===== src/rtl/core/swcm_div.sv =====
// Shared bit-serial signed divider: signed dividend by unsigned divisor,
// quotient truncated toward zero. Depends on nothing but its parameters.
`timescale 1ns / 1ps
`default_nettype none

module swcm_div #(
    parameter int NUM_W = 61,
    parameter int DEN_W = 11
) (
    input  wire logic                    aclk,
    input  wire logic                    aresetn,
    input  wire logic                    start,
    input  wire logic signed [NUM_W-1:0] dividend,
    input  wire logic        [DEN_W-1:0] divisor,
    output logic                         done,
    output logic signed      [NUM_W-1:0] quotient
);

    localparam int CNT_W = $clog2(NUM_W + 1);

    logic             busy_reg,  busy_next;
    logic             done_reg,  done_next;
    logic             neg_reg,   neg_next;
    logic [CNT_W-1:0] cnt_reg,   cnt_next;
    logic [DEN_W-1:0] rem_reg,   rem_next;
    logic [NUM_W-1:0] quo_reg,   quo_next;
    logic [DEN_W-1:0] den_reg,   den_next;
    logic [DEN_W:0]   rem_shift;
    logic [DEN_W:0]   rem_diff;

    always_comb begin
        busy_next = busy_reg;
        done_next = 1'b0;
        neg_next  = neg_reg;
        cnt_next  = cnt_reg;
        rem_next  = rem_reg;
        quo_next  = quo_reg;
        den_next  = den_reg;
        rem_shift = {rem_reg, quo_reg[NUM_W-1]};
        rem_diff  = rem_shift - {1'b0, den_reg};
        if (start && !busy_reg) begin
            busy_next = 1'b1;
            neg_next  = dividend[NUM_W-1];
            quo_next  = dividend[NUM_W-1] ? (~dividend + 1'b1) : dividend;
            rem_next  = '0;
            den_next  = divisor;
            cnt_next  = CNT_W'(NUM_W);
        end else if (busy_reg) begin
            // one quotient bit per cycle, restoring form
            if (rem_shift >= {1'b0, den_reg}) begin
                rem_next = rem_diff[DEN_W-1:0];
                quo_next = {quo_reg[NUM_W-2:0], 1'b1};
            end else begin
                rem_next = rem_shift[DEN_W-1:0];
                quo_next = {quo_reg[NUM_W-2:0], 1'b0};
            end
            cnt_next = cnt_reg - 1'b1;
            if (cnt_reg == CNT_W'(1)) begin
                busy_next = 1'b0;
                done_next = 1'b1;
            end
        end
    end

    always_ff @(posedge aclk) begin
        if (!aresetn) begin
            busy_reg <= 1'b0;
            done_reg <= 1'b0;
        end else begin
            busy_reg <= busy_next;
            done_reg <= done_next;
        end
        neg_reg <= neg_next;
        cnt_reg <= cnt_next;
        rem_reg <= rem_next;
        quo_reg <= quo_next;
        den_reg <= den_next;
    end

    assign done     = done_reg;
    assign quotient = neg_reg ? -$signed(quo_reg) : $signed(quo_reg);

endmodule

`default_nettype wire


===== config.mk =====
export PLATFORM = sky130hd
export DESIGN_NAME = swcm_div
export DESIGN_NICKNAME = d
export VERILOG_FILES = /design/src/rtl/core/swcm_div.sv
export SDC_FILE = /design/constraint.sdc
export NUM_CORES = 1
export LEC_CHECK = 0
export ABC_AREA = 1
export BUFFER_PORTS_ARGS = -buffer_cell sky130_fd_sc_hd__buf_2
export CORE_MARGIN = 2
export CORE_UTILIZATION = 35
export DETAILED_ROUTE_END_ITERATION = 10
export HOLD_SLACK_MARGIN = 0.1
export SETUP_SLACK_MARGIN = 0.02
export SYNTH_ARGS = -nofsm -noshare
export SYNTH_HDL_FRONTEND = slang
export SYNTH_SLANG_ARGS = --single-unit

===== constraint.sdc =====
create_clock -name aclk -period 4.4 [get_ports aclk]
set_clock_uncertainty 0.2 [all_clocks]
set_input_delay 0.88 -clock aclk [delete_from_list [all_inputs] [get_ports aclk]]
set_output_delay 0.88 -clock aclk [all_outputs]
set_load 0.005 [all_outputs]

==> results.cfg <==
[sta]
finalHoldViolCount = 0
max_freq_mhz = 280
setup_ws_ns = 0.835
slew_headroom_pct = 37.7
rsz0062_at_grt = false
finalSetupViolCount = 0
fin_crit_ns = 3.57
finalCritPeriodShare_pct = 81.0
holdWs_ns = 0.257
worst_pin_slew_ns = 0.934
final.setup.tns_ns = 0
drv_slew = 0

[final_layout]
fin_nets = 1575
syn_to_final_growth_pct = 15.4
fillers = 2674
layout_commonest_cell = nand2_1
final_cell_mix = nand2_1, nor2_1, inv_1
post-route-util_pct = 40.8
n_antenna_cell = 0
design_area_um2 = 9860
layout-drive-gt1-share_pct = 13.4
largest_register_ffs = 61

[power_and_ir_drop]
peakVddDrop_v = 0.000206
leakage_nw = 4.41
power.density_nw_per_um2 = 358

[clocking]
htree_levels = 3
worstSkewPairLatency_ns = 0.35
cts_inserted_buffers = 9
postCtsSetupBuffers = 0
cts.clk_slew.worst_paths_ns = 0.06
cts_buffer_depth = 2
cts.sinks = 92
cts_tree = yes
ctsHoldBuffers = 0
cts_resized = 0
cts_root_buf = clkbuf_16

[setup_path]
setup.worst_path.end_class = primary output
slowest_delay_ns = 0.46
path_common_cell = nand2_1
crit_arrival_ns = 2.49
critical_path.top_delay_family = simple AND/OR/NAND/NOR gates
worstSetupStartpointType = register
cp_max_fo = 5
slowest_stage = edfxtp_1
worstPathCellList = inv_1, ha_1, nand2_1, inv_2, nand2_2, nor2_4, nand4_1, nand2_1, o21ai_0, xor2_1, buf_2
cp.buffers_inverters = 3
crit_required_ns = 3.32
path_class = register to primary output

[synthesis]
ys_ff_latch = 92
synth_top_cell_by_area = edfxtp_1
yosys_most_used_dff = edfxtp_1
syn_area_um2 = 8540
ys_seq_area_share_pct = 30.1
synth_nets = 1453
yosysWarnings = 0
syn_inst = 1362
ys_top_cells_by_area = edfxtp_1, nand2_1, nor2_1
synth.distinct_cells = 41
syn_avg_cell_area_um2 = 6.27
async_reset_ff_share_pct = 0
synth_top_area_share_pct = 25.7
synth-edff-count = 73

[drt]
dr_total_vias = 9012
wirelength_mm = 29.4
dr.pass1.iters = 5
postRouteAntennaNets = 0
wire_per_inst_um = 16.2
first_iter_violations = 684
route.detailed.drc = 0
viasPerCell = 4.97

[placed_design]
gp_congestion = 0.938
port_buffers = 136
hpwlAfterDp_mm = 23.8
placed_area_um2 = 9540
dp_worst_setup_slack_ns = 1.23

[global_routing]
grt_overflow_total = 0
first_global_vias = 8427
grtUsageTotal_pct = 22.8
grt_max_degree = 76
antenna_found_initial = 0
grt_pass1_wl_mm = 45.3

[floorplan]
coreArea_um2 = 24200
dieArea_um2 = 25700
die_x_um = 160
num_rows = 57
ioPinCount = 137
die_y_um = 160
initial_utilization_pct = 35.3

[run]
cap_violations = 0

[min_path]
hp-class = register to register

[status]
run_status = finished clean
==> cell usage after synthesis, types with 2 or more instances <==
library cell  number
nand2_1          450
edfxtp_1          73
nand2_2            4
a31oi_1            2
nand3b_1           9
nor2_1           238
o21ai_1            9
nor2_2             9
nand3_1          108
or2_2              2
xnor2_1           14
ha_1              15
o22ai_1            2
xor2_1            64
clkbuf_1          16
nand3_2            5
nand4_1           32
nand3_4            2
a21oi_1           14
o21bai_1           2
buf_2             12
dfxtp_1           19
buf_1              2
o21ai_2            7
nor3_1             9
nor3_4             2
nor2_4             4
inv_1            140
o21ai_0           85
==> power by group <==
part / internal, W / switching (W) / total (W)
Clock: 0.000500 / 0.000357 / 0.000857
Combinational: 0.000498 / 0.000910 / 0.00141
Sequential: 0.00112 / 0.000147 / 0.00126
Total: 0.00211 / 0.00141 / 0.00353
==> logic make-up (layout without fill, tap and decap cells) <==
kind of cell	after synthesis	in the layout	synth area share, %
adder cells (fa/ha/maj)	16	16	2.43
flip-flops	92	92	30.1
XOR/XNOR	78	78	8.00
buffers and inverters	174	301	8.00
AO/OA/AOI/OAI	125	125	8.00
AND/OR/NAND/NOR	877	877	43.5
==> worst min-delay path, stage by stage (launching register included) <==
cell	delay (ns)
dfxtp_1	0.31
o21ai_0	0.06
nand2_1	0.04
==> worst paths after layout <==
check / from / endpoint / slack [ns] / cells after the start
max: quo_reg[0]$_DFFE_PP_ / quotient[38] / 0.83 / 11
min: cnt_reg[5]$_SDFFE_PP1P_ / cnt_reg[5]$_SDFFE_PP1P_ / 0.26 / 2
max reg2reg: busy_reg$_SDFF_PN0_ / quo_reg[1]$_DFFE_PP_ / 1.77 / 6
min reg2reg: cnt_reg[5]$_SDFFE_PP1P_ / cnt_reg[5]$_SDFFE_PP1P_ / 0.26 / 2
==> per-layer routing <==
metal  track usage (%)  share of wire (%)  vias up  wire, um
met1              31.1                 46     4082     13500
met3              2.31                4.4       51      1300
met5                 0                  0        -         0
met4              8.97                3.7        0      1100
met2              37.1                 46      264     13500
li1                  -                  -     4615         -
==> area by class of cell <==
class	instances	area [um^2]	share of cell area, %
Timing Repair Buffer	143	733	7.44
Multi-Input combinational cell	1096	5290	53.7
Inverter	142	533	5.41
Sequential cell	92	2570	26.1
Clock buffer	9	225	2.28
Clock inverter	7	96.3	0.977
Tap cell	324	405	4.11
==> stage by stage <==
stage	total power (W)	instances
after floorplan	0.00223	1362
after global placement	0.00266	1797
after detailed placement	0.00268	1797
after CTS	0.00354	1813
after global routing	0.00377	1813
final	0.00353	1813
(Power assumes the default switching activity.)
