==> src/rtl/core/swcm_pkg.sv <==
// Shared types and constants for the six-way covariance matrix block.
// No dependencies; used by swcm_mac and the top level.
`timescale 1ns / 1ps
`default_nettype none

package swcm_pkg;

    localparam int NVAR            = 6;
    localparam int LANE_W          = 24;
    localparam int DEV_W           = LANE_W + 1;
    localparam int PROD_W          = 2 * DEV_W;
    localparam int COV_W           = 49;
    localparam int IDX_W           = 3;
    localparam int MAX_SAMPLES_DEF = 1024;

    // Control between the sequencer and the multiply-accumulate unit.
    typedef struct packed {
        logic clear;
        logic valid;
    } mac_ctrl_t;

endpackage

`default_nettype wire

==> src/rtl/core/swcm_mac.sv <==
// Deviation, multiply and accumulate pipeline for one matrix entry.
// Depends on swcm_pkg.
`timescale 1ns / 1ps
`default_nettype none

module swcm_mac #(
    parameter int ACC_W = 61
) (
    input  wire logic                                         aclk,
    input  wire logic                                         aresetn,
    input  wire swcm_pkg::mac_ctrl_t                          ctrl,
    input  wire logic [swcm_pkg::NVAR*swcm_pkg::LANE_W-1:0]   row_data,
    input  wire logic [swcm_pkg::IDX_W-1:0]                   sel_a,
    input  wire logic [swcm_pkg::IDX_W-1:0]                   sel_b,
    input  wire logic signed [swcm_pkg::LANE_W-1:0]           mean_a,
    input  wire logic signed [swcm_pkg::LANE_W-1:0]           mean_b,
    output logic                                              busy,
    output logic signed [ACC_W-1:0]                           acc
);

    logic signed [swcm_pkg::LANE_W-1:0] lane_a, lane_b;
    logic signed [swcm_pkg::DEV_W-1:0]  dev_a_reg, dev_b_reg;
    logic signed [swcm_pkg::PROD_W-1:0] prod_reg;
    logic signed [ACC_W-1:0]            acc_reg;
    logic                               v1_reg, v2_reg;

    always_comb begin
        lane_a = '0;
        lane_b = '0;
        for (int l = 0; l < swcm_pkg::NVAR; l++) begin
            if (sel_a == swcm_pkg::IDX_W'(l)) begin
                lane_a = row_data[l*swcm_pkg::LANE_W +: swcm_pkg::LANE_W];
            end
            if (sel_b == swcm_pkg::IDX_W'(l)) begin
                lane_b = row_data[l*swcm_pkg::LANE_W +: swcm_pkg::LANE_W];
            end
        end
    end

    always_ff @(posedge aclk) begin
        if (!aresetn) begin
            v1_reg <= 1'b0;
            v2_reg <= 1'b0;
        end else begin
            v1_reg <= ctrl.valid;
            v2_reg <= v1_reg;
        end
        dev_a_reg <= swcm_pkg::DEV_W'(lane_a) - swcm_pkg::DEV_W'(mean_a);
        dev_b_reg <= swcm_pkg::DEV_W'(lane_b) - swcm_pkg::DEV_W'(mean_b);
        prod_reg  <= dev_a_reg * dev_b_reg;
        if (ctrl.clear) begin
            acc_reg <= '0;
        end else if (v2_reg) begin
            acc_reg <= acc_reg + ACC_W'(prod_reg);
        end
    end

    assign busy = v1_reg | v2_reg;
    assign acc  = acc_reg;

endmodule

`default_nettype wire

==> config.mk <==
export PLATFORM = sky130hd
export DESIGN_NAME = swcm_mac
export DESIGN_NICKNAME = d
export VERILOG_FILES = /design/src/rtl/core/swcm_pkg.sv /design/src/rtl/core/swcm_mac.sv
export SDC_FILE = /design/constraint.sdc
export NUM_CORES = 2
export LEC_CHECK = 0
export BUFFER_PORTS_ARGS = -buffer_cell sky130_fd_sc_hd__buf_4
export CORE_ASPECT_RATIO = 1.75
export CORE_MARGIN = 1.5
export CORE_UTILIZATION = 58
export CTS_CLUSTER_SIZE = 40
export DETAILED_ROUTE_END_ITERATION = 10
export PLACE_DENSITY = 0.77
export SLEW_MARGIN = 20
export SYNTH_ARGS = -nofsm -noshare
export SYNTH_HDL_FRONTEND = slang
export SYNTH_SLANG_ARGS = --single-unit
export TNS_END_PERCENT = 20
==> constraint.sdc <==
create_clock -name aclk -period 19.1 [get_ports aclk]
set_clock_uncertainty 0.2 [all_clocks]
set_input_delay 3.82 -clock aclk [delete_from_list [all_inputs] [get_ports aclk]]
set_output_delay 3.82 -clock aclk [all_outputs]
set_load 0.005 [all_outputs]
==> impl_results.md <==
* Run status: completed
* Final-report max-slew violation count at 0
* Area fraction of the dominant cell type after synthesis at between 30% and 40%
* Count of state elements after synthesis at 163
* Detail Placement HPWL at about 80 mm
* Vertical die dimension at 326 um
* Starting density of the core at between 50% and 60%
* Post-CTS setup buffers at 0
* Most used cell along the critical path: fa_1
* Number of vias per cell after detailed routing at between 5 and 6
* Final estimated routing congestion in global placement at just under 1
* Maximum single-stage delay on the critical path at around 1.0 ns
* Count of standard-cell rows at 118
* Maximum buffer depth of the clock tree at 2
* Utilization after layout at 64.0%
* Actual slew at the worst max-slew pin at approximately 1.2 ns
* Nature of the critical path endpoint: flip-flop
* Fraction of registers with async set or reset after synthesis at 0%
* Main area contributors after synthesis: fa_1, dfxtp_1, ha_1, inv_1, and2_1
* Final hold violation count at 0
* Largest register FFs at 61
* Worst slack after detailed placement at around 11 ns
* Clock latency reported for the late side of the worst-skew pair at 0.48 ns
* Post_cts resized at 0
* Headroom to the max-slew limit at around 22%
* Antenna-violating nets left at 0
* DIE WIDTH at 188 um
* Startpoint-to-endpoint class of the critical path: flip-flop to flip-flop
* Dominant cell type by area after synthesis: fa_1
* Unique masters post-synth at 83
* RSZ-0062 raised after global routing: no
* Share of post-route cells with drive strength above 1 at 10.1%
* TritonCTS clock tree: yes
* Wire length of the first global-routing pass at 161 mm
* Syn Std Cell Area at 34600 um^2
* # nets final at 5109
* Via count of the first global-routing pass at 30873
* Routed wire length at 100 mm
* Final total negative setup slack at 0 ns
* Count of vias placed by the detailed router at about 28000
* Largest fanout on the critical path at 25
* Final worst slack at between 10 and 15 ns
* Primary FF master, synth: dfxtp_1
* Gate count after technology mapping at 3837
* Number of warning messages in the yosys log at 0
* Final Setup Violations at 0
* Port Buf Inserts at 263
* Syn nets at roughly 4900
* Data arrival time of the critical path at 8.56 ns
* Worst-path cell with the longest stage delay: dfxtp_1
* Most numerous cell types in the synthesized netlist: inv_1, fa_1, nand2_1
* DRT Pass-1 Iters at 6
* Total overflow reported by the global router at 0
* Worst min path class: flip-flop to flip-flop
* Maximum level of the CTS H-tree at 4
* Most frequent cell after synthesis: inv_1
* DRC violation total after the first TritonRoute iteration at 1702
* Core area at 59100 um^2
* Io pins at 264
* Minimum period implied by the final worst setup slack at between 8 and 9 ns
* Number of buffers inserted during clock tree synthesis at 17
* Reported max-cap violation count at 0
* Clock transition at the register clock pins on the worst setup and hold paths after CTS at 0.07 ns
* Number of antenna violations at the first check in global routing at 3
* Total die area at 61200 um^2
* Required @ worst endpoint at 19.25 ns
* Clock sink count at 163
* Avg Cell Area, Syn at between 9 and 10 um^2
* Pin count of the biggest net entering global routing at 68
* Count of flip-flops with a built-in enable after synthesis at 0
* DR WL/cell at roughly 21 um
* Root Buffer: clkbuf_16
* Synth-to-layout area growth at 9.31%
* Post-detailed-route DRC marker count at 0
* Worst setup SP type: flip-flop
* Post-CTS Hold Fix Bufs at 0
* Sequential fraction of the synthesis area at 9.44%
* F_max at 119 MHz
* Portion of the clock cycle consumed by the worst path in the final layout at 44.1%
* Total routing resource utilization after global routing at 34.1%
[cell usage in the layout, fill, tap and decap left out, types with 19 or more instances in the layout]
cell type / synthesis / final
inv_1: 734 / 734
fa_1: 661 / 661
nand2_1: 370 / 370
and2_1: 330 / 330
buf_4: 0 / 311
ha_1: 249 / 249
nor2_1: 177 / 177
dfxtp_1: 163 / 161
a21oi_1: 140 / 140
xnor2_1: 100 / 100
mux2i_1: 99 / 99
a21o_1: 72 / 72
o21ai_0: 59 / 59
xor2_1: 47 / 47
o22ai_1: 44 / 44
nand2b_1: 34 / 34
a22oi_1: 24 / 24
nand3_1: 24 / 24
mux2_2: 23 / 23
a211oi_1: 22 / 22
nand4_1: 22 / 22
o21a_1: 21 / 21
o21bai_1: 21 / 21
nor2b_1: 20 / 19
[cells by family after synthesis]
logic type / synth area share [%]
mux: 4.46
compound gates: 10.2
flops: 9.44
fa+ha+maj: 47.3
simple gates: 15.0
xor+xnor: 3.72
buf+inv: 9.86
[worst paths after layout]
check / to / slack [ns] / startpoint / depth (start not counted)
setup / recovery: prod_reg[34] / 10.68 / dev_b_reg[3] / 25
hold / removal: v2_reg / 0.25 / v1_reg / 1
setup reg to reg: prod_reg[34] / 10.68 / dev_b_reg[3] / 25
hold reg to reg: v2_reg / 0.25 / v1_reg / 1
[per-layer routing]
metal,share of wire [%],GRT usage (%)
met1,33,35.0
met2,52,62.1
met3,5.8,4.62
met4,9.1,26.6
met5,0.023,0
[layout make-up]
type                    instances  area [um^2]
multi-input cells            2769        27900
fillers                      4943        21300
flip-flops and latches        163         3270
inverters                     735         2760
repair buffers                311         2330
well taps                     780          976
clock buffers                  20          447
clock inverters                12         98.8
diodes                          3         7.51
[through the flow]
stage | cells | instance area, um^2 | hold WS (ns)
final | 4793 | 37800 | 0.248
after global routing | 4793 | 37800 | 0.296
after CTS | 4790 | 37800 | 0.256
after detailed placement | 4758 | 37200 | 0.237
after global placement | 4758 | 37200 | 0.238
after floorplan | 3837 | 34600 | 0.221
[critical path, delay by kind of cell (launching register included)]
kind	cells	cell delay (ns)
compound gates	4	0.81
fa+ha+maj	8	3.83
simple gates	6	1.98
buf+inv	6	0.29
xor+xnor	1	0.14
flops	1	1.03
Power is not shown: default switching activity piles up to over one toggle a cycle in this logic, so the estimate is an artifact.
